<file path="config.mk">
export PLATFORM = sky130hd
export DESIGN_NAME = mpq_ctrl
export DESIGN_NICKNAME = d
export VERILOG_FILES = /design/src/hdl/mpq_pkg.sv /design/src/hdl/mpq_ctrl.sv
export SDC_FILE = /design/constraint.sdc
export NUM_CORES = 1
export LEC_CHECK = 0
export ABC_CLOCK_PERIOD_IN_PS = 1600
export BUFFER_PORTS_ARGS = -buffer_cell sky130_fd_sc_hd__buf_2
export CORE_AREA = 2 2 39 41
export DETAILED_ROUTE_END_ITERATION = 6
export DIE_AREA = 0 0 41 43
export HOLD_SLACK_MARGIN = 0.05
export PLACE_DENSITY = 0.48
export SYNTH_ARGS = -nofsm -noshare
export SYNTH_HDL_FRONTEND = slang
export SYNTH_SLANG_ARGS = --single-unit
</file>
<file path="constraint.sdc">
create_clock -name clock -period 1.6 [get_ports clock]
set_input_delay 0.08 -clock clock [delete_from_list [all_inputs] [get_ports clock]]
set_output_delay 0.08 -clock clock [all_outputs]
set_load 0.02 [all_outputs]
</file>
<file path="src/hdl/mpq_pkg.sv">
// Package with the sizes, codes and shared types of the max priority queue.
package mpq_pkg;

   localparam int CAPACITY = 16;
   localparam int IDX_W    = $clog2(CAPACITY);
   localparam int CNT_W    = $clog2(CAPACITY + 1);
   localparam int ID_W     = 32;
   localparam int KEY_W    = 16;
   localparam int FUNC_W   = 2;
   localparam int STAT_W   = 2;
   localparam int COUNT_W  = 5;
   localparam int SLOT_W   = ID_W + KEY_W;

   localparam logic [FUNC_W-1:0] FUNC_PUSH = 2'd0;
   localparam logic [FUNC_W-1:0] FUNC_POP  = 2'd1;
   localparam logic [FUNC_W-1:0] FUNC_PEEK = 2'd2;

   localparam logic [STAT_W-1:0] STAT_OK    = 2'd0;
   localparam logic [STAT_W-1:0] STAT_FULL  = 2'd1;
   localparam logic [STAT_W-1:0] STAT_EMPTY = 2'd2;

   typedef struct packed {
      logic [ID_W-1:0]  id;
      logic [KEY_W-1:0] key;
   } slot_type;

   // Commands from the controller to the datapath.
   typedef struct packed {
      logic accept;
      logic scan;
      logic shift;
      logic pop_commit;
      logic load;
   } cmd_type;

   // Status from the datapath to the controller.
   typedef struct packed {
      logic pop_go;
      logic scan_last;
      logic shift_done;
      logic out_free;
   } stat_type;

endpackage

</file>
<file path="src/hdl/mpq_ctrl.sv">
// Sequencer that steps the queue through accept, scan, shift and result phases.
module mpq_ctrl (
   input  logic              clock,
   input  logic              reset,
   input  logic              req_valid,
   output logic              req_ready,
   input  mpq_pkg::stat_type stat,
   output mpq_pkg::cmd_type  cmd
);

   localparam logic [1:0] ST_IDLE  = 2'd0;
   localparam logic [1:0] ST_SCAN  = 2'd1;
   localparam logic [1:0] ST_SHIFT = 2'd2;
   localparam logic [1:0] ST_DONE  = 2'd3;

   logic [1:0] state_ff;
   logic [1:0] state_in;

   always_comb begin
      state_in       = state_ff;
      cmd            = '0;
      req_ready      = 1'b0;
      unique case (state_ff)
         ST_IDLE: begin
            req_ready  = 1'b1;
            cmd.accept = req_valid;
            if (req_valid) begin
               state_in = stat.pop_go ? ST_SCAN : ST_DONE;
            end
         end
         ST_SCAN: begin
            cmd.scan = 1'b1;
            if (stat.scan_last) begin
               state_in = ST_SHIFT;
            end
         end
         ST_SHIFT: begin
            cmd.shift = 1'b1;
            if (stat.shift_done) begin
               cmd.pop_commit = 1'b1;
               state_in       = ST_DONE;
            end
         end
         ST_DONE: begin
            cmd.load = stat.out_free;
            if (stat.out_free) begin
               state_in = ST_IDLE;
            end
         end
         default: state_in = ST_IDLE;
      endcase
   end

   always_ff @(posedge clock) begin
      if (reset) begin
         state_ff <= ST_IDLE;
      end else begin
         state_ff <= state_in;
      end
   end

endmodule

</file>
After elaboration in Yosys (flattened, before gate mapping) --
Index checks and enable logic that the tools add are counted.
Word-level totals: flip-flop bits (word level) 2, latch bits 0, bits in writable memories 0, bits in read-only memories 0, input port bits 7, output and inout bits 6, logic and storage cells 22, memories kept 0
Cells by class: add/subtract/negate cells 0, $mul 0, divide/modulo/power cells 0, order comparisons 0, eq/ne operators 7, shift operators 0, multiplexer cells 12, bitwise gates (word level) 0, reduce and logical (&&, ||, !) cells 2
Operators by type and width (count):
- 2-bit two-way mux | 6
- 2-bit inequality test (second input constant) | 4
- 2-bit one-hot mux with 4 select lines | 1
- 1-bit two-way mux | 5
- 2-bit == test (second input constant) | 2
- 4-bit AND reduction | 1
- 2-bit by 1-bit == test with 1-bit output (second input constant) | 1
- 2-bit logical NOT | 1

Longest topological paths before layout --
Gate-level depths: netlist of run 1.
word-level depth 3, mapped depth 5, gate-level depth less buffers 5

Worst setup path before layout of run 1 --
Ideal clock, no wire load.
kind register -> register, start reg state_ff[0], end reg state_ff[1], setup time 121 ps, arrival time 1556 ps, data required time 1479 ps, slack -77 ps, cell stages (with the launch flop) 6, path buffers 0, period minus slack after synthesis 1677 ps, cells stage by stage dfxtp_1 inv_1 ha_1 nor2b_4 a2111oi_4 mux2_4
Between the ends: longest elaborated chain between the ends 3, elaborated cells on any way between the ends 10, those cells by class eq/ne (7); mux (1); reduce/logical (2)
Ends and longest elaborated chain:
- start: declaration | RTL line mpq_ctrl.sv:16 | logic [1:0] state_ff;
- start signal: assignment | RTL line mpq_ctrl.sv:58 | state_ff <= state_in;
- 2-bit by 1-bit == test with 1-bit output (tied with other cells) | RTL line mpq_ctrl.sv:23 | unique case (state_ff)
- 2-bit inequality test (no source line)
- 4-bit AND reduction (no source line)
Parallel ways exist; a longest one is shown, timed or not. A chain may end at the register's enable or synchronous reset.

Worst setup path after layout of run 1 --
Ends and elaborated chain as after synthesis.

==> results by stage, run 1 <==
Critical path:
- The sum of buffers and inverters on the critical path is 1.
- The top fanout value on the critical path is 4.
- The start-to-end type of the worst setup path is flop to flop.
- The logic depth of the worst path, buffers included is 5.
- The master of the slowest instance on the critical path is sky130_fd_sc_hd__a2111oi_4.
- STA classifies the critical path startpoint as a flop.
- The depth of the worst register-to-register path is 5.
- Walking the worst path, the cells encountered are inv_2 > ha_2 > nor2b_2 > a2111oi_4 > mux2_4.
- For the worst setup path, the data required time is 1.70 ns.
- The highest cell delay on the worst timing path is roughly 0.37 ns.
- For the worst setup path, the data arrival time is between 1.5 and 2 ns.
- The category of cells accounting for the largest share of critical-path delay is compound AO/OA/AOI/OAI gates.
- The nature of the critical path endpoint is a flop.

Layout:
- The post-layout instance count excluding filler cells is 58.
- In the final layout, the share of cells above drive strength 1 is between 60% and 70%.
- The repair_antennas step left the layout with diodes totalling 0.
- The register with the most flip-flops in the layout has 2 of them.
- The largest registers in the layout are state_ff x2.
- In the final layout, flip-flops and latches occupy roughly 45 um^2.
- The number of fill cells in the layout is 152.
- In the layout the commonest cells are 12 x sky130_fd_sc_hd__buf_2, 3 x sky130_fd_sc_hd__nand2b_1, 3 x sky130_fd_sc_hd__clkbuf_4, 3 x sky130_fd_sc_hd__buf_4.
- The area of all placed cells without fillers is 373 um^2.
- Relative to the synthesized area, the layout overhead comes to 58.5%.
- The largest register by flop count is state_ff.
- Summing all multi-input logic gate instances after layout gives 191 um^2.
- The post-layout net count is between 50 and 60.
- The fraction of the core area covered by cells at the end of the flow is between 20% and 30%.
- Leaving out fill and tap cells, the most frequent cell in the layout is sky130_fd_sc_hd__buf_2.

Global route:
- The wire length of the first global-routing pass is between 600 and 700 um.
- The number of global-route vias before repair is roughly 180.
- Summed over all layers, the global routing overflow is 0.
- The initial antenna violation count came to 0.
- The largest net degree at the start of global routing is 6.
- In the global route stage, overall resource usage came out at 5.71%.

Place:
- Before CTS, the worst setup slack after placement is -0.00648 ns.
- Buffers placed on the I/O ports in this run total 12.
- Once placement completed, the tool counted placed cells totaling 54.
- At the end of routability-driven placement, the weighted congestion stood at between 0.6 and 0.7.
- The placed instances occupy a cell area of approximately 330 um^2.
- The HPWL after detailed placement is a little over 400 um.

Floorplan:
- The area of the die is between 1500 and 2000 um^2.
- The starting utilization of the core area is 17.0%.
- The die is ~41 um wide.
- 13 I/O pins were placed.
- The total area inside the core boundary comes to between 1000 and 1500 um^2.
- The overall die height is approximately 43 um.
- The initialized floorplan defines 14 standard-cell rows.

Clocking:
- The number of clock buffers added by TritonCTS is 3.
- In this run the number of H-tree levels came out at 1.
- The cell sitting at the root of the clock tree is a sky130_fd_sc_hd__clkbuf_4.
- Clock-pin slew was measured on the worst setup and hold paths at 0.03 ns.
- TritonCTS built the clock tree.
- The longest clock path from root to sink contains 2 buffers.
- The clock drives 2 sinks.
- Clock latency on the worst-skew pair, taken at its later pin, is 0.22 ns.
- Hold repair after CTS inserted 0 buffers.

Detailed routing:
- In the final routed layout, each cell accounts on average for ~9 um.
- The number of vias per cell is 3.86.
- After detailed routing, the total wire length is approximately 520 um.
- After the first detailed-routing iteration, the DRC count stood at 2.
- Before antenna repair, the detailed router went through 2 iterations.
- Once detail routing completed, the nets flagged for antenna violations numbered 0.
- In the routed design, unresolved DRC markers number 0.
- Detailed routing inserted a total of approximately 220 vias.

Logic synthesis:
- The number of synthesized register bits is 2.
- The post-synthesis instance area is between 200 and 250 um^2.
- After synthesis, the mean cell area works out to around 9.8 um^2.
- Summing the sequential cell areas from Yosys gives approximately 17% of the chip area.
- The synthesized instance count is 24.
- The net count after synthesis is 35.
- The number of warnings printed during yosys synthesis is 0.
- The number of distinct library cell variants in the gate-level netlist after synthesis is 14.

STA:
- Clock skew on the completed layout was measured at 0.00161 ns.
- Across all setup checks in the final design, the least slack found is 0.0493 ns.
- The final-report hold violation count is 0.
- The max-slew violation count is 0.
- The transition at the pin with the smallest max-transition slack is 0.320 ns.
- The time the final worst path needs with I/O delays and setup is ~1.6 ns.
- The final critical path takes up between 90 and 100% of the cycle.
- Setup violations remaining at the end of the flow were counted as 0.
- The tightest slew margin relative to the limit is 78.6%.
- The highest attainable clock frequency is roughly 0.64 GHz.

Hold path:
- In this run the worst hold path is classified as input pin to flop.
- Counting instances, the worst hold path has a depth of 3.

Power:
- For this design the ratio of total power to cell area is about 1800 nW/um^2.
- The leakage power is approximately 0.00019 uW.
- The largest vdd supply drop is roughly 0.45 mV.

Run status:
- The flow ran to the end, and the final reports show no timing, DRC or antenna violations.

Run:
- Across the run, the number of max-cap violations was 0.
final timing paths:
check,start,to,slack [ns]
worst min-delay path,reset,state_ff[0],0.17
worst min register to register,state_ff[0],state_ff[0],0.51
worst max register to register,state_ff[0],state_ff[1],0.05
worst max-delay path,state_ff[0],state_ff[1],0.05
area by class of cell:
class | count | share of cell area (%)
multi-input combinational | 19 | 51.3
timing repair buffer | 15 | 22.1
sequential | 2 | 12.1
clock buffer | 3 | 6.04
tap | 16 | 5.37
inverter | 3 | 3.02
worst register-to-register path, stage by stage (launching register included):
cell and delay [ns]:
sky130_fd_sc_hd__dfxtp_4 0.36, sky130_fd_sc_hd__inv_2 0.04, sky130_fd_sc_hd__ha_2 0.17, sky130_fd_sc_hd__nor2b_2 0.16, sky130_fd_sc_hd__a2111oi_4 0.37, sky130_fd_sc_hd__mux2_4 0.33
layer usage:
metal / global-route usage, % / routed length (um)
met2: 8.44 / 243
met3: 3.14 / 62
met1: 6.69 / 218
met5: 0 / 0
met4: 2.00 / 0
cell usage after synthesis (all sizes together):
cell	instances	area (um^2)
ha	4	50.1
and2	3	20.0
inv	3	11.3
nand2b	3	18.8
nor2b	3	26.3
dfxtp	2	40.0
a2111oi	1	27.5
a21oi	1	5.00
mux2	1	15.0
mux2i	1	10.0
nor2	1	3.75
o21bai	1	7.51
kinds of logic after synthesis:
| family | count (synthesis) | synth area share (%) |
|---|---|---|
| DFF | 2 | 17.0 |
| buffers and inverters | 3 | 4.79 |
| AOI/OAI and AO/OA | 3 | 17.0 |
| adders and majority gates | 4 | 21.3 |
| and+or+nand+nor | 10 | 29.3 |
| muxes | 2 | 10.6 |
timing repair:
| action | 4_1_cts | 5_1_grt |
|---|---|---|
| setup buffers | 0 | 1 |
| setup endpoints to repair | 1 | 1 |
| resized for setup | 1 | 6 |
| cloned | 0 | 0 |
| pin swaps | 0 | 1 |
through the flow:
stage | total power [uW] | TNS (ns) | hold slack (ns)
floorplan | 401 | 0 | 0.260
global placement | 522 | -0.0122 | 0.413
CTS | 642 | 0 | 0.155
detailed placement | 521 | -0.00648 | 0.400
finish | 676 | 0 | 0.165
global route | 738 | -0.00617 | 0.151
report_power, final:
group          leakage, uW  switching (uW)  internal [uW]  total [uW]
Clock            0.0000138            27.5           82.6         110
Combinational     0.000156             222            234         456
Sequential       0.0000175            27.4           82.1         110
Power figures use the tool's default switching activity.
==> run 2, diff against run 1 <==
--- a/config.mk
+++ b/config.mk
@@ -5,13 +5,13 @@
 export SDC_FILE = /design/constraint.sdc
 export NUM_CORES = 1
 export LEC_CHECK = 0
-export ABC_CLOCK_PERIOD_IN_PS = 1600
+export ABC_CLOCK_PERIOD_IN_PS = 1700
 export BUFFER_PORTS_ARGS = -buffer_cell sky130_fd_sc_hd__buf_2
 export CORE_AREA = 2 2 39 41
 export DETAILED_ROUTE_END_ITERATION = 6
 export DIE_AREA = 0 0 41 43
 export HOLD_SLACK_MARGIN = 0.05
-export PLACE_DENSITY = 0.48
+export PLACE_DENSITY = 0.47
 export SYNTH_ARGS = -nofsm -noshare
 export SYNTH_HDL_FRONTEND = slang
 export SYNTH_SLANG_ARGS = --single-unit
==> constraint.sdc (replaced) <==
create_clock -name clock -period 1.7 [get_ports clock]
set_input_delay 0.085 -clock clock [delete_from_list [all_inputs] [get_ports clock]]
set_output_delay 0.085 -clock clock [all_outputs]
set_load 0.02 [all_outputs]
==> run 2 against run 1 <==
Net effect: register-to-register slack better by 0.08 ns; global-route usage is 0.81 points higher; largest power group unchanged; clock skew up 0.0011 ns; first-iteration DRC count decreased by 100%; non-clock buffer count stayed put; routed wire length down 17%; via count decreased by 6.3%; sequential power decreased by 16%.
==> results by stage, run 2 (same netlist as run 1, synthesis figures left out) <==
Power:
- The total power divided by cell area is between 1500 and 2000 nW/um^2.
- The largest vdd supply drop is between 0.4 and 0.5 mV.
- The leakage power is around 0.00019 uW.
- The design draws slightly above 600 uW.

Detailed routing:
- The detailed router placed 210 vias in this run.
- For this run, the detailed router's first-pass iteration total came to 1.
- The number of remaining DRC errors is 0.
- The first routing iteration left 0 violations.
- The aggregate routed wire length is between 400 and 500 um.
- The top metal layer carrying routed signals is met3.
- In the final routed layout, each cell accounts on average for ~7.5 um.
- The number of vias per cell is 3.62.
- In the final routing, the length of wire on met1 measures between 150 and 200 um.
- Detailed routing placed a total of around 39 um of wire on met3.
- The amount of wire on met2 after detailed routing is about 210 um.
- Once detail routing completed, the nets flagged for antenna violations numbered 0.

Hold path:
- In this run the most critical hold path is launched from reset.
- The tightest min-delay check is of the input pin to flop type.
- Counting instances, the worst hold path has a depth of 3.
- The worst hold path endpoint is state_ff[0].

STA:
- For this run, the top clock speed supported by timing is about 0.64 GHz.
- The final-report hold violation count is 0.
- Headroom to the max-slew limit came out at 79.7%.
- The worst path setup slack after routing is around 0.13 ns.
- The time the final worst path needs with I/O delays and setup is 1.57 ns.
- The setup TNS after final layout is 0 ns.
- In the finished design, the share of the clock period the worst path needs comes to around 92%.
- Setup violations remaining at the end of the flow were counted as 0.
- Setup repair after global routing left no endpoint under its margin.
- The worst clock skew is ~0.0027 ns.
- For the pin with the worst max-slew slack, the measured transition is 0.304 ns.
- The max-slew violation count is 0.

Global route:
- The initial antenna violation count came to 0.
- The total track usage is about 6.5%.
- The number of global-route vias before repair is slightly above 200.
- The total overflow left after global routing is 0.
- The wire length of the first global-routing pass is 731 um.
- The largest net degree at the start of global routing is 6.

Layout:
- The layout overhead on the synthesized area is 54.3%.
- The library cell used most frequently in the layout, excluding fill and tap cells, is sky130_fd_sc_hd__buf_2.
- The register with the most flip-flops in the layout has 2 of them.
- state_ff holds more flip-flops than any other register.
- The area taken by flip-flops and latches is 42.5 um^2.
- The layout cell share with drive strength beyond 1 is between 50 and 60%.
- The number of fill cells in the layout is between 150 and 200.
- At the end of the flow the core is filled with cells to a little over a quarter.
- The number of antenna diodes in the final layout is 0.
- The largest registers in the layout are state_ff x2.
- In the layout the commonest cells are 12 x sky130_fd_sc_hd__buf_2, 4 x sky130_fd_sc_hd__ha_1.
- The multi-input combinational cells in the finished layout cover a total of between 150 and 200 um^2.
- The finished cells cover 363 um^2.
- The post-layout net count is between 50 and 60.

Clocking:
- The register clock-pin slew on the reported worst setup and hold paths is about 0.030 ns.
- The quantity of hold-fixing buffers added after cts is 0.
- The CTS tree is built.
- For the worst-skew pair, the clock arrives at the later sink with an insertion delay of 0.22 ns.
- The count of clock tree sinks is 2.
- The H-tree depth reported by CTS is 1.
- CTS placed an instance of sky130_fd_sc_hd__clkbuf_4 at the clock tree root.
- The clock passes through at most 2 buffers.
- The number of clock buffers added by TritonCTS is 3.

Floorplan:
- The initial utilization of the core area, before any placement, comes to 17.0%.
- 13 I/O pins were placed.
- From left edge to right edge, the die measures 41 um.
- The area of the die is 1760 um^2.
- The overall die height is between 40 and 50 um.
- The number of cell rows is 14.
- The standard cell core area is between 1000 and 1500 um^2.

Critical path:
- The number of cells on the worst reg-to-reg path is 5.
- The launch point of the worst reg-to-reg path is state_ff[0].
- The worst setup path is of the flop to flop kind.
- The worst register-to-register path has a setup slack of 0.13 ns.
- The worst setup path is captured at a flop.
- In this run the worst path has a maximum fanout of 4.
- The worst setup path is launched from a flop.
- The endpoint identified for the worst register-to-register timing path is state_ff[1].
- The required time reported for the critical path endpoint is between 1.5 and 2 ns.
- The arrival time reported for the critical path endpoint is between 1.5 and 2 ns.

Place:
- Timing analysis after detailed placement gives a worst setup slack of 0.0821 ns.
- The total placed instance area is between 300 and 400 um^2.
- Once detailed placement completed, the half-perimeter wirelength came to roughly 370 um.
- The final weighted congestion in routability-driven placement is ~0.7.
- The count of input and output buffers is 12.

Run:
- The tool flagged a number of max-cap violations equal to 0.

Run status:
- The run finished with clean final reports.
[run 2: how the worst max path moves through the flow]
stage	start	depth (start not counted)	slack [ns]	to
after floorplan	state_ff[0]	5	0.02	state_ff[1]
after global placement	state_ff[0]	5	0.06	state_ff[1]
after detailed placement	state_ff[0]	5	0.08	state_ff[1]
after CTS	state_ff[0]	5	0.08	state_ff[1]
after global routing	state_ff[0]	5	0.04	state_ff[1]
final	state_ff[0]	5	0.13	state_ff[1]
[run 2: layout make-up]
| class | instances | area share, % |
|---|---|---|
| Clock buffer | 3 | 6.21 |
| Inverter | 3 | 3.10 |
| Multi-Input combinational cell | 19 | 50.7 |
| Tap cell | 16 | 5.52 |
| Timing Repair Buffer | 15 | 22.8 |
| Sequential cell | 2 | 11.7 |
[run 2: power breakdown]
group	internal, uW	switching, uW
Clock	77.8	25.7
Sequential	73.7	19.1
Combinational	212	201
Total	363	246
[run 2: routing by layer]
layer	up-vias	GRT usage, %
met4	0	4.00
met5	-	0
met3	0	4.71
met1	89	7.35
met2	7	8.44
li1	114	-
[run 2: repair_timing]
action                     CTS  global route
resized for setup            0             2
buffers inserted             0             1
setup endpoints to repair    0             1
[run 2: through the flow]
step           cells  hold WS [ns]
2_1_floorplan     24         0.265
3_3_place_gp      54         0.417
3_5_place_dp      54         0.410
4_1_cts           57         0.174
5_1_grt           58         0.203
6_report          58         0.170
[run 2: critical path, cell delays in order (launching register included)]
cell and delay, ns:
sky130_fd_sc_hd__dfxtp_2 0.34, sky130_fd_sc_hd__inv_1 0.06, sky130_fd_sc_hd__ha_1 0.20, sky130_fd_sc_hd__nor2b_1 0.15
sky130_fd_sc_hd__a2111oi_4 0.36, sky130_fd_sc_hd__mux2_4 0.33
==> run 3, diff against run 2 <==
--- a/config.mk
+++ b/config.mk
@@ -11,7 +11,6 @@
 export DETAILED_ROUTE_END_ITERATION = 6
 export DIE_AREA = 0 0 41 43
 export HOLD_SLACK_MARGIN = 0.05
-export PLACE_DENSITY = 0.47
 export SYNTH_ARGS = -nofsm -noshare
 export SYNTH_HDL_FRONTEND = slang
 export SYNTH_SLANG_ARGS = --single-unit
==> run 3 against run 2 <==
Net effect: via count grew 3.3%; maximum frequency shrank 2.9%; utilization up 0.090 points; critical endpoint unchanged; largest power group unchanged; critical path type unchanged.
==> results by stage, run 3 (same netlist as run 1, synthesis figures left out) <==
Run status:
- The flow ran to the end, and the final reports show no timing, DRC or antenna violations.

Critical path:
- The number of cells on the worst reg-to-reg path is 5.
- The required time reported for the critical path endpoint is around 1.8 ns.
- The worst setup path is launched from a flop.
- The internal reg-to-reg setup slack is roughly 0.084 ns.
- The category of cells accounting for the largest share of critical-path delay is compound AO/OA/AOI/OAI gates.
- The highest cell delay on the worst timing path is approximately 0.39 ns.
- For the worst setup path, the data arrival time is ~1.7 ns.
- The master of the slowest instance on the critical path is sky130_fd_sc_hd__a2111oi_4.
- The endpoint identified for the worst register-to-register timing path is state_ff[1].
- In this run the critical register-to-register path is launched from state_ff[1].
- The nature of the critical path endpoint is a flop.
- The start-to-end type of the worst setup path is flop to flop.
- The sum of buffers and inverters on the critical path is 1.
- The critical path goes through inv_1 > ha_1 > nor2b_1 > a2111oi_4 > mux2_4.
- Along the worst path, the maximum fanout reaches 3.

Clocking:
- The quantity of hold-fixing buffers added after cts is 0.
- The root buffer cell chosen for the clock tree is sky130_fd_sc_hd__clkbuf_4.
- In this run the number of H-tree levels came out at 1.
- The clock latency at the later pin of the worst-skew pair is roughly 0.22 ns.
- The clock drives 2 sinks.
- Clock-pin slew was measured on the worst setup and hold paths at approximately 0.030 ns.
- The CTS tree is built.
- The total CTS buffers is 3.
- The number of buffers on the longest clock path is 2.

STA:
- At the pin with the least slew margin, the transition time is around 0.34 ns.
- The worst path needs ~1.6 ns of the cycle, external delays included.
- In this run the tightest slew margin relative to its limit is between 70% and 80%.
- Setup total negative slack on the finished layout was measured at 0 ns.
- The number of endpoints failing setup at the final stage is 0.
- Setup repair after global routing left no endpoint under its margin.
- The max-slew violation count is 0.
- The final-report hold violation count came to 0.
- The worst path setup slack after routing is 0.0837 ns.
- The worst path uses between 90% and 100% of the clock period.
- Static timing analysis puts the maximum clock frequency at a little over 0.6 GHz.
- The worst clock skew is between 0.001 and 0.0015 ns.

Floorplan:
- The horizontal die dimension is 41 um.
- In this run the core area contains 14 standard-cell rows.
- The standard cell core area is between 1000 and 1500 um^2.
- The floorplan step defined a die boundary enclosing between 1500 and 2000 um^2.
- The top-level I/O count is 13.
- The starting utilization of the core area is between 10% and 20%.
- In this run the vertical extent of the chip is between 40 and 50 um.

Detailed routing:
- The wire length per cell is around 9.1 um.
- The via count is between 200 and 250.
- The first-iteration detailed-routing DRC count is 0.
- In the routed layout, each cell is associated on average with a via count of ~3.7.
- The number of remaining DRC errors is 0.
- For this run, the detailed router's first-pass iteration total came to 1.
- The number of nets still failing antenna checks after routing is 0.
- The aggregate routed wire length is between 500 and 600 um.

Place:
- The HPWL after detailed placement is around 440 um.
- At the placement stage, the worst setup path has a slack of between 0.03 and 0.04 ns.
- In this run the cell area measured after placement is ~330 um^2.
- The final weighted congestion in routability-driven placement is ~0.67.
- The count of input and output buffers is 12.
- In this run, placement finished with an instance count of 54.

Layout:
- The multi-input combinational cell area is 184 um^2.
- The finished cells cover between 300 and 400 um^2.
- The register with the most flip-flops in the layout has 2 of them.
- The repair_antennas step left the layout with diodes totalling 0.
- The commonest non-fill, non-tap cell in the layout is sky130_fd_sc_hd__buf_2.
- In the layout the commonest cells are 12 x sky130_fd_sc_hd__buf_2, 4 x sky130_fd_sc_hd__ha_1.
- The post-layout net count is 55.
- The number of fill cells in the layout is between 150 and 200.
- Compared with the post-synthesis result, the final layout area differs by 54.8%.
- The largest registers in the layout are state_ff x2.
- Leaving out filler cells and counting taps, the final layout contains 58.
- Cells with a size suffix above 1 make up between 50% and 60% of the layout.
- The area taken by flip-flops and latches is 43.8 um^2.
- More flip-flops sit in one register than any other, and that register is state_ff.

Global route:
- Entering global routing, the biggest net connects 6 pins.
- Global routing used under 10% of the available tracks across all layers.
- The initial antenna violation count is 0.
- The number of global-route vias before repair is approximately 230.
- The first global-routing pass estimated 841 um of wire.
- The overflow left after global routing is 0.

Run:
- The number of violations of the max-capacitance limit is 0.

Power:
- The total internal power is roughly 360 uW.
- The total power divided by cell area is around 1700 nW/um^2.
- The part of the power in combinational logic is 67.8%.
- The switching power total is about 250 uW.
- In this run, flip-flops and latches consume 15.5% of the power.
- Net switching is between 40% and 50% of the power.
- The proportion of power drawn by the clock network is roughly 17%.
- Across the VDD grid, the largest voltage drop is ~0.33 mV.
- The power after layout is approximately 620 uW.
- The leakage power is around 0.00019 uW.

Hold path:
- The cell depth of the worst min-delay path is 3.
- The worst hold-check path type is input pin to flop.
- The launch instance of the worst min-delay path is reset.
- The worst hold path endpoint is state_ff[0].
run 3: cell counts in the layout (fill, tap and decap cells not counted):
No cell type changed its count.
run 3: per-layer routing:
| layer | track usage [%] | up-vias | routed length, um |
|---|---|---|---|
| met5 | 0 | - | 0 |
| met4 | 8.00 | 0 | 0 |
| met3 | 3.14 | 0 | 39 |
| met2 | 11.6 | 10 | 276 |
| met1 | 7.35 | 91 | 212 |
| li1 | - | 116 | - |
run 3: how the worst max path moves through the flow:
| stage | startpoint | end | slack (ns) | cells past startpoint |
|---|---|---|---|---|
| after global placement | state_ff[0] | state_ff[1] | 0.07 | 5 |
| after global routing | state_ff[1] | state_ff[1] | 0.007 | 5 |
| after CTS | state_ff[0] | state_ff[1] | 0.03 | 5 |
| final | state_ff[1] | state_ff[1] | 0.08 | 5 |
| after detailed placement | state_ff[0] | state_ff[1] | 0.04 | 5 |
| after floorplan | state_ff[0] | state_ff[1] | 0.02 | 5 |
run 3: through the flow:
step | util (%) | hold slack, ns
6_report | 26.3 | 0.162
5_1_grt | 26.3 | 0.168
4_1_cts | 25.5 | 0.167
3_5_place_dp | 23.9 | 0.404
3_3_place_gp | 23.9 | 0.402
2_1_floorplan | - | 0.265
run 3: repair_timing:
item                                   CTS  global route
setup buffers                            0             1
resized for setup                        0             2
setup endpoints to repair                0             1
endpoints found under the hold margin    0             0
run 3: power groups by stage:
stage | Sequential (uW) | Combinational [uW] | Clock [uW]
after CTS | 90.2 | 402 | 111
after detailed placement | 90.7 | 402 | 0
after global placement | 90.7 | 393 | 0
after floorplan | 84.3 | 290 | 0
final | 96.1 | 420 | 103
after global routing | 99.1 | 466 | 118
run 3: final cells by class:
cell class	count	share of cell area, %
sequential	2	12.0
inverter	3	3.09
multi-input combinational	19	50.5
clock buffer	3	6.19
timing repair buffer	15	22.7
tap	16	5.50
run 3: worst register-to-register path, cell delays in order, from the launching register on:
cell and delay, ns:
sky130_fd_sc_hd__dfxtp_1 0.35, sky130_fd_sc_hd__inv_1 0.09, sky130_fd_sc_hd__ha_1 0.19, sky130_fd_sc_hd__nor2b_1 0.15
sky130_fd_sc_hd__a2111oi_4 0.39, sky130_fd_sc_hd__mux2_4 0.33
