[config.mk]
export PLATFORM = sky130hd
export DESIGN_NAME = mpq_datapath
export DESIGN_NICKNAME = d
export VERILOG_FILES = /design/src/hdl/mpq_pkg.sv /design/src/hdl/mpq_ram.sv /design/src/hdl/mpq_datapath.sv
export SDC_FILE = /design/constraint.sdc
export NUM_CORES = 1
export LEC_CHECK = 0
export ABC_AREA = 0
export BUFFER_PORTS_ARGS = -buffer_cell sky130_fd_sc_hd__clkbuf_2
export CORE_ASPECT_RATIO = 1.25
export CORE_MARGIN = 2
export CORE_UTILIZATION = 38
export DETAILED_ROUTE_END_ITERATION = 10
export GPL_TIMING_DRIVEN = 0
export PLACE_DENSITY_LB_ADDON = 0.1
export SLEW_MARGIN = 20
export SYNTH_ARGS = -nofsm -noshare
export SYNTH_HDL_FRONTEND = slang
export SYNTH_SLANG_ARGS = --single-unit
[constraint.sdc]
create_clock -name clock -period 10.3 [get_ports clock]
set_input_delay 1.03 -clock clock [delete_from_list [all_inputs] [get_ports clock]]
set_output_delay 1.03 -clock clock [all_outputs]
set_load 0.005 [all_outputs]
[src/hdl/mpq_pkg.sv]
// Package with the sizes, codes and shared types of the max priority queue.
package mpq_pkg;

   localparam int CAPACITY = 16;
   localparam int IDX_W    = $clog2(CAPACITY);
   localparam int CNT_W    = $clog2(CAPACITY + 1);
   localparam int ID_W     = 32;
   localparam int KEY_W    = 16;
   localparam int FUNC_W   = 2;
   localparam int STAT_W   = 2;
   localparam int COUNT_W  = 5;
   localparam int SLOT_W   = ID_W + KEY_W;

   localparam logic [FUNC_W-1:0] FUNC_PUSH = 2'd0;
   localparam logic [FUNC_W-1:0] FUNC_POP  = 2'd1;
   localparam logic [FUNC_W-1:0] FUNC_PEEK = 2'd2;

   localparam logic [STAT_W-1:0] STAT_OK    = 2'd0;
   localparam logic [STAT_W-1:0] STAT_FULL  = 2'd1;
   localparam logic [STAT_W-1:0] STAT_EMPTY = 2'd2;

   typedef struct packed {
      logic [ID_W-1:0]  id;
      logic [KEY_W-1:0] key;
   } slot_type;

   // Commands from the controller to the datapath.
   typedef struct packed {
      logic accept;
      logic scan;
      logic shift;
      logic pop_commit;
      logic load;
   } cmd_type;

   // Status from the datapath to the controller.
   typedef struct packed {
      logic pop_go;
      logic scan_last;
      logic shift_done;
      logic out_free;
   } stat_type;

endpackage

[src/hdl/mpq_ram.sv]
// Generic single-write, single-read RAM with registered read data.
module mpq_ram #(
   parameter int WIDTH = 48,
   parameter int DEPTH = 16
) (
   input  logic                     clock,
   input  logic                     wr_en,
   input  logic [$clog2(DEPTH)-1:0] wr_addr,
   input  logic [WIDTH-1:0]         wr_data,
   input  logic [$clog2(DEPTH)-1:0] rd_addr,
   output logic [WIDTH-1:0]         rd_data
);

   logic [WIDTH-1:0] mem_ff [DEPTH];
   logic [WIDTH-1:0] rd_data_ff;

   always_ff @(posedge clock) begin
      if (wr_en) begin
         mem_ff[wr_addr] <= wr_data;
      end
      rd_data_ff <= mem_ff[rd_addr];
   end

   assign rd_data = rd_data_ff;

endmodule

[src/hdl/mpq_datapath.sv]
// Datapath: slot store, running maximum search, shift-down pass and result word.
module mpq_datapath (
   input  logic                             clock,
   input  logic                             reset,
   input  mpq_pkg::cmd_type                 cmd,
   output mpq_pkg::stat_type                stat,
   input  logic [mpq_pkg::FUNC_W-1:0]       req_func,
   input  logic [mpq_pkg::ID_W-1:0]         req_entry_id,
   input  logic signed [mpq_pkg::KEY_W-1:0] req_entry_key,
   input  logic                             rsp_ready,
   output logic                             rsp_valid,
   output logic [mpq_pkg::STAT_W-1:0]       rsp_status,
   output logic [mpq_pkg::ID_W-1:0]         rsp_removed_id,
   output logic signed [mpq_pkg::KEY_W-1:0] rsp_removed_key,
   output logic [mpq_pkg::COUNT_W-1:0]      rsp_count,
   output logic                             rsp_head_valid,
   output logic [mpq_pkg::ID_W-1:0]         rsp_head_id,
   output logic signed [mpq_pkg::KEY_W-1:0] rsp_head_key
);

   localparam int IDX_W = mpq_pkg::IDX_W;
   localparam int CNT_W = mpq_pkg::CNT_W;

   // Queue state.
   logic [CNT_W-1:0]      fill_ff, fill_in;
   logic                  head_valid_ff, head_valid_in;
   mpq_pkg::slot_type     head_ff, head_in;

   // Per-operation result.
   logic [mpq_pkg::STAT_W-1:0] status_ff, status_in;
   mpq_pkg::slot_type          removed_ff, removed_in;

   // Read pipeline and search state.
   logic [CNT_W-1:0]  rd_cnt_ff, rd_cnt_in;
   logic              dv_ff;
   logic [IDX_W-1:0]  dpos_ff;
   mpq_pkg::slot_type best_ff, best_in;
   logic [IDX_W-1:0]  best_idx_ff, best_idx_in;
   mpq_pkg::slot_type run_ff, run_in;
   logic              run_valid_ff, run_valid_in;

   // Output register.
   logic                       rsp_valid_ff;
   logic [mpq_pkg::STAT_W-1:0] rsp_status_ff;
   mpq_pkg::slot_type          rsp_removed_ff;
   logic [mpq_pkg::COUNT_W-1:0] rsp_count_ff;
   logic                       rsp_head_valid_ff;
   mpq_pkg::slot_type          rsp_head_ff;

   // RAM port signals.
   logic              wr_en;
   logic [IDX_W-1:0]  wr_addr;
   mpq_pkg::slot_type wr_data;
   mpq_pkg::slot_type rd_data;

   logic              full;
   logic              issue_en;
   logic [CNT_W-1:0]  fill_last;
   logic              is_push;
   logic              is_pop;

   assign full      = (fill_ff == CNT_W'(mpq_pkg::CAPACITY));
   assign fill_last = fill_ff - 1'b1;
   assign is_push   = (req_func == mpq_pkg::FUNC_PUSH);
   assign is_pop    = (req_func == mpq_pkg::FUNC_POP);
   assign issue_en  = (cmd.scan || cmd.shift) && (rd_cnt_ff < fill_ff);

   assign stat.pop_go     = is_pop && (fill_ff != '0);
   assign stat.scan_last  = cmd.scan && dv_ff && (CNT_W'(dpos_ff) == fill_last);
   assign stat.shift_done = cmd.shift && (rd_cnt_ff == fill_ff) && !dv_ff;
   assign stat.out_free   = !rsp_valid_ff || rsp_ready;

   mpq_ram #(
      .WIDTH (mpq_pkg::SLOT_W),
      .DEPTH (mpq_pkg::CAPACITY)
   ) u_slots (
      .clock   (clock),
      .wr_en   (wr_en),
      .wr_addr (wr_addr),
      .wr_data (wr_data),
      .rd_addr (rd_cnt_ff[IDX_W-1:0]),
      .rd_data (rd_data)
   );

   // A push appends at the fill position; the shift pass moves each word after the maximum one slot down.
   always_comb begin
      wr_en   = 1'b0;
      wr_addr = fill_ff[IDX_W-1:0];
      wr_data = '{id: req_entry_id, key: req_entry_key};
      if (cmd.accept && is_push && !full) begin
         wr_en = 1'b1;
      end else if (cmd.shift && dv_ff) begin
         wr_en   = 1'b1;
         wr_addr = dpos_ff - 1'b1;
         wr_data = rd_data;
      end
   end

   // Scan keeps the maximum and the runner-up; the runner-up becomes the head after a pop.
   // Strict compares keep the earliest entry among equal keys.
   always_comb begin
      best_in      = best_ff;
      best_idx_in  = best_idx_ff;
      run_in       = run_ff;
      run_valid_in = run_valid_ff;
      if (cmd.scan && dv_ff) begin
         if (dpos_ff == '0) begin
            best_in      = rd_data;
            best_idx_in  = '0;
            run_valid_in = 1'b0;
         end else if ($signed(rd_data.key) > $signed(best_ff.key)) begin
            run_in       = best_ff;
            run_valid_in = 1'b1;
            best_in      = rd_data;
            best_idx_in  = dpos_ff;
         end else if (!run_valid_ff || ($signed(rd_data.key) > $signed(run_ff.key))) begin
            run_in       = rd_data;
            run_valid_in = 1'b1;
         end
      end
   end

   always_comb begin
      rd_cnt_in = rd_cnt_ff;
      priority if (cmd.accept) begin
         rd_cnt_in = '0;
      end else if (stat.scan_last) begin
         rd_cnt_in = CNT_W'(best_idx_in) + 1'b1;
      end else if (issue_en) begin
         rd_cnt_in = rd_cnt_ff + 1'b1;
      end
   end

   always_comb begin
      fill_in       = fill_ff;
      head_valid_in = head_valid_ff;
      head_in       = head_ff;
      status_in     = status_ff;
      removed_in    = removed_ff;
      if (cmd.accept) begin
         status_in  = mpq_pkg::STAT_OK;
         removed_in = '0;
         if (is_push) begin
            if (full) begin
               status_in = mpq_pkg::STAT_FULL;
            end else begin
               fill_in = fill_ff + 1'b1;
               if (!head_valid_ff || (req_entry_key > $signed(head_ff.key))) begin
                  head_valid_in = 1'b1;
                  head_in       = '{id: req_entry_id, key: req_entry_key};
               end
            end
         end else if (is_pop && (fill_ff == '0)) begin
            status_in = mpq_pkg::STAT_EMPTY;
         end
      end else if (cmd.pop_commit) begin
         fill_in       = fill_last;
         removed_in    = best_ff;
         head_valid_in = run_valid_ff;
         head_in       = run_ff;
      end
   end

   always_ff @(posedge clock) begin
      if (reset) begin
         fill_ff       <= '0;
         head_valid_ff <= 1'b0;
         dv_ff         <= 1'b0;
         rsp_valid_ff  <= 1'b0;
      end else begin
         fill_ff       <= fill_in;
         head_valid_ff <= head_valid_in;
         dv_ff         <= issue_en;
         if (cmd.load) begin
            rsp_valid_ff <= 1'b1;
         end else if (rsp_ready) begin
            rsp_valid_ff <= 1'b0;
         end
      end
   end

   always_ff @(posedge clock) begin
      head_ff      <= head_in;
      status_ff    <= status_in;
      removed_ff   <= removed_in;
      rd_cnt_ff    <= rd_cnt_in;
      dpos_ff      <= rd_cnt_ff[IDX_W-1:0];
      best_ff      <= best_in;
      best_idx_ff  <= best_idx_in;
      run_ff       <= run_in;
      run_valid_ff <= run_valid_in;
      if (cmd.load) begin
         rsp_status_ff     <= status_ff;
         rsp_removed_ff    <= removed_ff;
         rsp_count_ff      <= mpq_pkg::COUNT_W'(fill_ff);
         rsp_head_valid_ff <= head_valid_ff;
         rsp_head_ff       <= head_valid_ff ? head_ff : '0;
      end
   end

   assign rsp_valid       = rsp_valid_ff;
   assign rsp_status      = rsp_status_ff;
   assign rsp_removed_id  = rsp_removed_ff.id;
   assign rsp_removed_key = rsp_removed_ff.key;
   assign rsp_count       = rsp_count_ff;
   assign rsp_head_valid  = rsp_head_valid_ff;
   assign rsp_head_id     = rsp_head_ff.id;
   assign rsp_head_key    = rsp_head_ff.key;

endmodule

**After elaboration in Yosys (flattened, before gate mapping)**

Memories as Yosys holds them, arrays and structs flattened. A register that Yosys moved wholly into a read port is not among the register bits.
Index checks and enable logic that the tools add are counted.

- Add/sub/neg operators: 5
- $lt $le $gt $ge: 4
- Equality and inequality tests: 7
- Muxes and demuxes: 38
- Bitwise gates (word level): 1
- Reductions and logical operators: 34

Operators by type and width:

| kind | count |
|---|---|
| $mux W48 | 11 |
| $gt A16 B16 Y1 | 3 |
| $mux W5 | 6 |
| $mux W4 | 5 |
| $mux W1 | 14 |
| $add A5 B1 Y5 const B | 2 |
| $logic_and A1 B1 Y1 | 10 |
| $reduce_bool A2 Y1 | 5 |
| $reduce_and A3 Y1 | 2 |
| $add A4 B1 Y5 const B | 1 |
| $eq A4 B5 Y1 | 1 |
| $eq A5 B5 Y1 | 1 |
| $eq A5 B5 Y1 const B | 1 |
| $logic_not A1 Y1 | 5 |
| $logic_not A5 Y1 | 1 |
| $lt A5 B5 Y1 | 1 |
| $reduce_bool A5 Y1 | 1 |
| $sub A5 B1 Y5 const B | 1 |
| $logic_not A4 Y1 | 1 |
| $logic_or A1 B1 Y1 | 4 |
| $mux W2 | 2 |
| $ne A2 B1 Y1 const B | 2 |
| $reduce_and A2 Y1 | 2 |
| $reduce_and A4 Y1 | 1 |
| 6 further kinds | 6 |

- Register bits: 320
- Memory bits (writable): 768
- Bits of input ports: 58
- Memories kept: 1

Memories:

| memory | words | width | read ports | clocked after memory_dff | write ports | RTL line | text |
|---|---|---|---|---|---|---|---|
| u_slots.mem_ff | 16 | 48 | 1 | 1 | 1 | mpq_ram.sv:14 | `logic [WIDTH-1:0] mem_ff [DEPTH];` |

**Longest topological paths before layout**

Gate-level depths: netlist (run 1).

- Word-level depth: 6
- Mapped depth: 15

**Hierarchy**

From an unflattened synthesis (run 1), not the netlist that was laid out.

- Cell total of the unflattened synthesis: 2,252
- Area total of the unflattened synthesis: 43,495.5 µm²

Modules (own cells, without submodules):

| module | instances | cells an instance | area an instance (µm²) | seq. area each (µm²) |
|---|---|---|---|---|
| mpq_ram | 1 | 1,242 | 29,694.7 | 24,023.0 |
| mpq_datapath | 1 | 1,010 | 13,800.7 | 8,918.6 |

**Least setup slack after synthesis (run 1)**

Ideal clock, no wire load.

- Path kind: register to register
- From: register best_ff[15] in the netlist's numbering
- To: register run_ff[0] in the netlist's numbering (enable)
- Library setup time: 527 ps
- Data arrival time: 5,149 ps
- Required time: 9,773 ps
- Path slack: 4,624 ps
- Cell stages (with the launch flop): 10
- Buffers on the path: 1
- Clock period less this slack: 5,676 ps
- Cells stage by stage: edfxtp_1 -> inv_1 -> ha_1 -> nand4_1 -> nor4_2 -> a21boi_2 -> o21a_4 -> buf_6 -> nor2b_1 -> a21boi_0

- Word-level cells in the longest chain between the ends: 3

RTL lines:

| element | RTL line | text |
|---|---|---|
| from (decl) | mpq_datapath.sv:37 | `mpq_pkg::slot_type best_ff, best_in;` |
| from (signal assigned) | mpq_datapath.sv:188 | `best_ff <= best_in;` |
| $gt A16 B16 Y1 | mpq_datapath.sv:111 | `end else if ($signed(rd_data.key) > $signed(best_ff.key)) begin` |
| $reduce_bool A2 Y1 (no source line) | -- |  |
| $reduce_and A3 Y1 (no source line) | -- |  |
| to (signal assigned) | mpq_datapath.sv:190 | `run_ff <= run_in;` |
| to (decl) | mpq_datapath.sv:39 | `mpq_pkg::slot_type run_ff, run_in;` |

Every way passes these cells.
A chain may end at the register's enable or synchronous reset.

==> metrics.csv, run 1 <==
metric;value;unit
slowest CP cell;clkbuf_1;
CTS Sinks;1136;
Layout Utilization;0.452;
DRT antenna net count;0;
die span in y;383;µm
MaxCap Viol Count;0;
layout cells sized above 1;0.325;
Die X-Extent;307;µm
crit path max fanout;10;
H-tree levels;3;
# IOs;167;
Crit path max-delay family;buffers and inverters;
worst hold path class;reg -> reg;
Slew @ Worst Pin;1.18;ns
Setup Buffers After CTS;0;
gpl congestion;0.788;
die area;118000;µm²
post-detailed-route DRC marker count;0;
vias in the first global route;22700;
pin count of the biggest net entering global routing;65;
CP arrival;3.38;ns
unrepaired setup endpoints after global routing;no;
setup TNS;0;ns
TritonCTS clock tree;done;
hold path start;rd_cnt_ff[0];
max frequency;227;MHz
vias per std cell;5.28;
synthesis-stage register bit count;1136;
Layout area overhead;18.5;%
Crit. Startpoint;rd_cnt_ff[0];
EDFF count, synth;1019;
clk root buf;clkbuf_16;
DP Area;48000;µm²
Startpoint Class;register;
initial core utilization;0.382;
ys async rst share;0;
Hold-fix buffers, CTS;0;
Main synth FF type;edfxtp_1;
Vias;21400;
Synth Cell Area;43700;µm²
Int Power;8700;µW
Hold Vio Cnt, Final;0;
Final setup viols;0;
gr usage total;0.192;
Tmin final;4.41;ns
Seq pwr share;0.478;
Gate power share;0.168;
Setup Skew;0.0280;ns
# rows;139;
WL per Instance;27.7;µm
max_slew headroom;0.212;
Yosys top cell by area;edfxtp_1;
Synth area leaders;edfxtp_1 70%, mux4_2 12%, dfxtp_1 5.4%;
core footprint;114000;µm²
final instance area;51700;µm²
DRT iter0 DRCs;1978;
Synth top cells by count;1,019 x edfxtp_1, 240 x mux4_2, 130 x mux2_2;
HPWL after DPL;74300;µm
Crit Path Class;reg -> out;
Net Count, Synth;2249;
crit-path cells;clkbuf_1 > buf_2 > buf_2 > inv_1 > ha_1 > nand2_1 > nor3_1 > clkbuf_2;
Sw Pwr;2980;µW
CP peak stage delay;0.56;ns
DRT Pass-1 Iters;5;
Required @ worst endpoint;9.27;ns
cell count after placement;3836;
Avg Cell Area, Syn;20.5;µm²
Skew-Pair Late Insertion Delay;0.71;ns
Reg-to-Reg Start;fill_ff[0];
Critical Path End Type;output port;
synth warn;0;
power per cell area;226;nW/µm²
final WL;112000;µm
outcome;finished clean;
Buffers & Inverters on Critical Path;5;
CTS Buf Count;113;
post-synth cell types;61;
LEAKAGE;0.0173;µW
register area share after synthesis;0.754;
CP dominant cell by count;buf_2;
global-route wire length before repair;161000;µm
CTS max path bufs;3;
cells resized by post-CTS repair;0;
clock transition at the registers of the reported paths;0.06;ns
Nets;2588;
Mapped Cells;2133;
Switching Fraction;0.255;
post-route insts no fill;4053;
top-count cell post-synth;edfxtp_1;
Synth top area share;0.701;
grt total ovfl;0;
clock power share;0.354;
Pins Over Slew Limit;0;
initial antenna violation count;2;
maximum VDD drop;135;µV
number of port buffers;164;
period utilization;0.428;
-- cells by family after synthesis --
group	share of synthesized area
compound gates	0.0151
simple gates	0.0285
flops	0.754
xor+xnor	0.00278
buf+inv	0.0144
fa+ha+maj	0.0166
mux	0.168
-- state kept, by name (all words and copies together), names as in the netlist, 16 cells and up --
register	flops
rsp_removed_id	32
u_slots.rd_data	48
u_slots.mem_ff	768
rsp_removed_key	16
head_ff	48
best_ff	48
removed_ff	48
run_ff	48
rsp_head_id	32
rsp_head_key	16
-- layout make-up --
| cell class | count | area (µm²) |
|---|---|---|
| flip-flops and latches | 1136 | 32900 |
| diodes | 1 | 2.50 |
| fillers | 9726 | 62700 |
| repair buffers | 224 | 2270 |
| plain buffers | 97 | 415 |
| inverters | 65 | 246 |
| clock inverters | 62 | 553 |
| clock buffers | 153 | 3190 |
| well taps | 1480 | 1850 |
| multi-input cells | 835 | 10300 |
-- routing by layer --
metal  GRT usage  part of all wire
met2       0.338              0.52
met5           0                 0
met4      0.0481             0.017
met1       0.251              0.42
met3      0.0264             0.045
-- cell usage in the layout (no fill, tap or decap), drive strengths merged, types with 12 or more instances in the layout --
master  synthesis  routed
a21oi          17      17
and2           51      51
buf            29      89
clkbuf         68     385
clkinv          1      45
dfxtp         117     117
edfxtp       1019    1019
ha             58      58
inv            64      66
mux2          130     130
mux2i          49      49
mux4          240     240
nand2          39      39
nor2           94      94
nor3           13      13
o21ai          24      24
xnor2          12      12
-- final timing paths --
check                                         endpoint  slack, ns  cells past startpoint
worst max register to register  u_slots.mem_ff[11][12]       6.34                     12
worst min-delay path                        dpos_ff[0]       0.37                      0
worst max-delay path                           stat[1]       5.89                      8
worst min register to register              dpos_ff[0]       0.37                      0
-- per-stage QoR --
| stage | hold WS [ns] | total power, µW | setup slack [ns] |
|---|---|---|---|
| 2_1_floorplan | 0.329 | 6890 | 4.62 |
| 3_3_place_gp | 0.354 | 7600 | -0.762 |
| 5_1_grt | 0.379 | 12100 | 5.73 |
| 3_5_place_dp | 0.360 | 7690 | 5.69 |
| 6_report | 0.373 | 11700 | 5.89 |
| 4_1_cts | 0.369 | 11800 | 5.81 |
-- power by group through the flow --
stage / Clock [µW] / Combinational, µW / Sequential, µW
final: 4140 / 1960 / 5580
after floorplan: 0 / 1280 / 5610
after detailed placement: 0 / 2010 / 5680
after global placement: 0 / 1910 / 5700
after global routing: 4410 / 2120 / 5600
after CTS: 4240 / 2020 / 5580
-- worst reg2reg max path, delay by kind of cell (launching register included) --
| family | cells | cell delay [ns] |
|---|---|---|
| buffers and inverters | 5 | 1.35 |
| AOI/OAI and AO/OA | 1 | 0.18 |
| DFF | 1 | 0.35 |
| and+or+nand+nor | 5 | 1.61 |
| adders and majority gates | 1 | 0.21 |
(Power assumes the default switching activity.)
==> run 2: changes to the inputs <==
ABC_AREA = 1   (was 0)
clock period = 3.8 ns   (was 10.3 ns; I/O delays follow)
==> run 2 against run 1 <==
Compared with the run above: first-iteration DRC count rose by 39%; register-to-register slack got worse by 6.2 ns; setup slack got worse by 5.8 ns; cell area rose by 2.2%; synthesized cell count rose by 63%.
==> metrics.csv, run 2 <==
metric;value;unit
outcome;finished clean;
Synth top cells by count;1,019 x edfxtp_1, 514 x o21ai_0, 474 x nand2_1;
# IOs;167;
Die X-Extent;310;µm
Synth Cell Area;44400;µm²
clock transition at the registers of the reported paths;0.06;ns
ys async rst share;0;
top-count cell post-synth;edfxtp_1;
CTS max path bufs;3;
hold path start;req_entry_id[17];
Yosys top cell by area;edfxtp_1;
Hold Vio Cnt, Final;0;
Skew-Pair Late Insertion Delay;0.72;ns
gpl congestion;0.829;
post-detailed-route DRC marker count;0;
MaxCap Viol Count;0;
Layout area overhead;19.2;%
clk root buf;clkbuf_16;
vias per std cell;5.30;
post-route insts no fill;5509;
period utilization;0.963;
most frequent cells in the layout;1,019 x edfxtp_1, 512 x o21ai_0, 474 x nand2_1, 413 x nor2_1, 205 x clkbuf_1;
grt total ovfl;0;
Net Count, Synth;3586;
most common cell after layout, fill and taps aside;edfxtp_1;
Layout Utilization;0.455;
Setup Skew;0.0271;ns
initial antenna violation count;1;
CTS Buf Count;111;
Main synth FF type;edfxtp_1;
fillcell total;10500;
Avg Cell Area, Syn;12.8;µm²
CP arrival;4.07;ns
vias in the first global route;28600;
reg-to-reg endpoint;u_slots.mem_ff[13][32];
worst hold path class;in -> reg;
unrepaired setup endpoints after global routing;no;
Most flops, register;u_slots.mem_ff;
Required @ worst endpoint;4.21;ns
Startpoint Class;register;
Worst Setup EP;u_slots.mem_ff[13][32];
post-synth cell types;43;
power per cell area;733;nW/µm²
Worst R2R Path Depth;13;
max_slew headroom;0.213;
crit path max fanout;18;
setup slack after layout;0.142;ns
Crit Path Class;reg -> reg;
pin count of the biggest net entering global routing;92;
maximum VDD drop;410;µV
final WL;143000;µm
R2R setup slack;0.14;ns
register area share after synthesis;0.742;
Crit. Startpoint;fill_ff[0];
cell count after placement;5252;
synthesis-stage register bit count;1136;
setup TNS;0;ns
ant diodes;0;
Min-Delay Path Depth;3;
max frequency;273;MHz
CTS Sinks;1136;
synth warn;0;
DRT Pass-1 Iters;6;
die area;120000;µm²
Vias;29200;
core footprint;116000;µm²
Critical Path End Type;register;
HPWL after DPL;101000;µm
initial core utilization;0.382;
max reg flops;768;
Nets;3966;
DRT antenna net count;0;
Tmin final;3.66;ns
number of port buffers;166;
LEAKAGE;0.0189;µW
global-route wire length before repair;203000;µm
DRT iter0 DRCs;2744;
worst hold margin;0.0387;ns
Slew @ Worst Pin;1.18;ns
Synth area leaders;edfxtp_1 69%, o21ai_0 5.8%, dfxtp_1 5.3%;
Mapped Cells;3470;
Synth top area share;0.689;
layout cells sized above 1;0.121;
H-tree levels;3;
Pins Over Slew Limit;0;
pre-CTS setup slack;-0.0376;ns
# rows;140;
Reg-to-Reg Start;fill_ff[0];
WL per Instance;26.0;µm
gr usage total;0.238;
die span in y;386;µm
TritonCTS clock tree;done;
EDFF count, synth;1019;
Final setup viols;0;
==> run 2: cell count changes in the layout (fill, tap and decap cells not counted), sizes merged, moves of 49 or more <==
cell,delta
o21ai,+492
clkbuf,+111
and2,-51
mux2i,-49
nand2,+448
mux2,-129
o221ai,+139
nor2,+339
o22ai,+53
mux4,-240
o211ai,+53
a21oi,+57
inv,+124
nand3,+65
==> run 2: cells by family after synthesis <==
kind of cell               Yosys count  synth area share
AOI/OAI and AO/OA                  855             0.114
xor gates and xnor gates             9           0.00178
adders and majority gates           58            0.0164
buffers and inverters              401            0.0348
DFF                               1136             0.742
muxes                                1          0.000254
and+or+nand+nor                   1010            0.0907
==> run 2: layout make-up <==
cell class	count	area (µm²)	share of cell area
clock inverters	65	777	0.0147
multi-input cells	1933	10000	0.190
plain buffers	212	840	0.0159
repair buffers	268	2590	0.0489
clock buffers	145	3040	0.0574
well taps	1562	1950	0.0370
flip-flops and latches	1136	32900	0.623
inverters	188	707	0.0134
==> run 2: metal layers <==
| metal | routed length [µm] | GRT usage | share of wire |
|---|---|---|---|
| met1 | 59700 | 0.315 | 0.42 |
| met2 | 71100 | 0.411 | 0.50 |
| met3 | 8800 | 0.0264 | 0.061 |
| met4 | 3730 | 0.0723 | 0.026 |
| met5 | 0 | 0 | 0 |
==> run 2: power by group <==
| group | switching (µW) | total, µW | internal, µW |
|---|---|---|---|
| logic | 8250 | 11100 | 2810 |
| clock network | 4870 | 11600 | 6720 |
| registers | 749 | 16100 | 15400 |
==> run 2: worst min path at each step <==
stage / end / slack [ns]
2_1_floorplan: dpos_ff[0] / 0.33
3_3_place_gp: dpos_ff[0] / 0.33
3_5_place_dp: dpos_ff[0] / 0.33
4_1_cts: head_ff[4] / 0.0007
5_1_grt: head_ff[33] / 0.03
6_report: head_ff[33] / 0.04
==> run 2: stage by stage <==
stage	power [µW]	area, µm²
final	38800	52900
after global routing	40400	52900
after CTS	38900	52700
after detailed placement	27400	48600
after global placement	27100	47200
after floorplan	22000	44400
==> run 2: critical path, cell delays in order, from the launching register on <==
cell     delay, ns
dfxtp_1       0.53
inv_2         0.11
ha_1          0.23
nand3_1       0.11
nand2_1       0.14
inv_1         0.15
nor2_2        0.07
buf_2         0.26
o21ai_0       0.42
nand2_1       0.35
nor2_4        0.33
buf_16        0.21
buf_12        0.20
buf_12        0.21
==> run 2: timing repair <==
item	4_1_cts	5_1_grt
pin swaps	1	7
buffers inserted	1	15
endpoints found under the setup margin	15	144
endpoints found under the hold margin	45	0
gates resized for setup	0	1
hold buffers	32	0
==> run 3: changes to the inputs <==
CORE_UTILIZATION = 40   (was 38)
==> run 3 against run 2 <==
Compared with the run above: via count increased by 0.16%; sequential share of layout area increased by 0.47 points; routed wire length decreased by 1.9%; core utilization increased by 2.1 points; die area decreased by 4.9%; first-iteration DRC count decreased by 1.8%; clock skew increased by 0.0078 ns; sequential cell count unchanged; sequential power about the same; count of clock-buffer cells in the layout increased by 24; worst hold slack improved by 0.014 ns; largest cell class unchanged.
==> metrics.csv, run 3 (synthesis gave the netlist of run 2 again) <==
metric;value;unit
area of the multi-input gates;10100;µm²
global-route wire length before repair;199000;µm
CP dominant cell by count;nand2_1;
initial antenna violation count;2;
initial core utilization;0.403;
max reg flops;768;
cell count after placement;5140;
grt total ovfl;0;
DRT antenna net count;0;
fillcell total;9867;
MaxCap Viol Count;0;
Startpoint Class;register;
vias in the first global route;28300;
outcome;finished clean;
H-tree levels;3;
Pins Over Slew Limit;0;
Final setup viols;0;
crit path max fanout;16;
R2R setup slack;0.21;ns
LEAKAGE;0.0188;µW
gr usage total;0.246;
die span in y;376;µm
Skew-Pair Late Insertion Delay;0.72;ns
Setup Skew;0.0349;ns
unrepaired setup endpoints after global routing;no;
worst hold path class;in -> reg;
crit-path cells;inv_2 > ha_1 > nand3_1 > nand2_1 > inv_1 > nor2_2 > buf_2 > inv_2 > clkbuf_1 > nand2_1 > nand2_1;
max frequency;279;MHz
HPWL after DPL;99400;µm
Slew @ Worst Pin;1.18;ns
Layout Utilization;0.477;
CP arrival;3.98;ns
DRT Pass-1 Iters;5;
Critical Path End Type;register;
pin count of the biggest net entering global routing;95;
DP Area;48500;µm²
period utilization;0.944;
core footprint;110000;µm²
Tmin final;3.59;ns
CP peak stage delay;0.67;ns
Required @ worst endpoint;4.19;ns
Layout area overhead;18.3;%
CTS Buf Count;111;
setup slack after layout;0.211;ns
post-detailed-route DRC marker count;0;
Nets;3966;
most frequent cells in the layout;1,019 x edfxtp_1, 512 x o21ai_0, 474 x nand2_1, 413 x nor2_1, 222 x clkbuf_1;
Hold Vio Cnt, Final;0;
die area;114000;µm²
gpl congestion;0.816;
layout cells sized above 1;0.118;
Die X-Extent;302;µm
worst hold margin;0.0527;ns
final instance area;52500;µm²
pre-CTS setup slack;-0.0604;ns
TritonCTS clock tree;done;
Crit Path Class;reg -> reg;
WL per Instance;26.1;µm
final WL;141000;µm
DRT iter0 DRCs;2695;
max_slew headroom;0.214;
post-route insts no fill;5396;
CTS max path bufs;3;
# IOs;167;
register area;32900;µm²
vias per std cell;5.42;
maximum VDD drop;397;µV
CTS Sinks;1136;
clock transition at the registers of the reported paths;0.06;ns
most common cell after layout, fill and taps aside;edfxtp_1;
Most flops, register;u_slots.mem_ff;
ant diodes;0;
# rows;136;
slowest CP cell;nand2_1;
clk root buf;clkbuf_16;
Vias;29200;
power per cell area;722;nW/µm²
number of port buffers;166;
[run 3: cell types whose count changed in the layout (fill, tap and decap cells not counted), moves of 2 or more]
cell / previous run / this run
clkbuf_1: 205 / 222
bufinv_16: 16 / 4
clkbuf_8: 10 / 17
clkinv_1: 20 / 14
buf_4: 17 / 13
clkinvlp_4: 4 / 1
buf_2: 9 / 11
clkinv_2: 21 / 19
clkinv_8: 0 / 2
dlygate4sd3_1: 32 / 34
inv_6: 4 / 2
[run 3: final cells by class]
type / count / share of cell area
repair buffers: 267 / 0.0495
clock buffers: 169 / 0.0609
well taps: 1449 / 0.0345
inverters: 188 / 0.0135
flip-flops and latches: 1136 / 0.628
multi-input cells: 1934 / 0.191
plain buffers: 212 / 0.0160
clock inverters: 41 / 0.00660
[run 3: path summary, 6_finish.rpt]
path	start	end	cells after the start
worst max-delay path	fill_ff[0]	u_slots.mem_ff[9][31]	11
worst min register to register	rd_cnt_ff[0]	dpos_ff[0]	0
worst max register to register	fill_ff[0]	u_slots.mem_ff[9][31]	11
worst min-delay path	req_entry_key[3]	head_ff[3]	3
[run 3: layer usage]
metal	wire length, µm	vias up	track usage	share of wire
met5	13	-	0	0.000092
met3	9230	204	0.0341	0.066
met1	57700	14500	0.322	0.41
li1	-	13400	-	-
met4	4460	2	0.0858	0.032
met2	69100	1109	0.417	0.49
[run 3: repair_timing]
action / 4_1_cts / 5_1_grt
gates resized for setup: 0 / 0
endpoints found under the hold margin: 44 / 0
cloned: 0 / 1
pin swaps: 1 / 5
setup endpoints to repair: 20 / 125
hold buffers: 34 / 0
buffers inserted: 1 / 11
[run 3: worst max-delay path: cells and delay by family (launching register included)]
family / cells / cell delay (ns)
buffers and inverters: 5 / 1.24
adder cells (fa/ha/maj): 1 / 0.24
flip-flops: 1 / 0.53
AND/OR/NAND/NOR: 5 / 1.21
[run 3: per-stage QoR]
step / setup TNS (ns) / total power, µW
final: 0 / 37900
after global routing: 0 / 39500
after CTS: 0 / 38000
after detailed placement: -1.08 / 27300
after global placement: -3065.66 / 27000
after floorplan: -182.59 / 22000
[run 3: where the power goes]
group	internal [µW]	switching, µW	total [µW]
clock network	6070	4730	10800
logic	2800	8160	11000
registers	15400	756	16100
total	24200	13700	37900
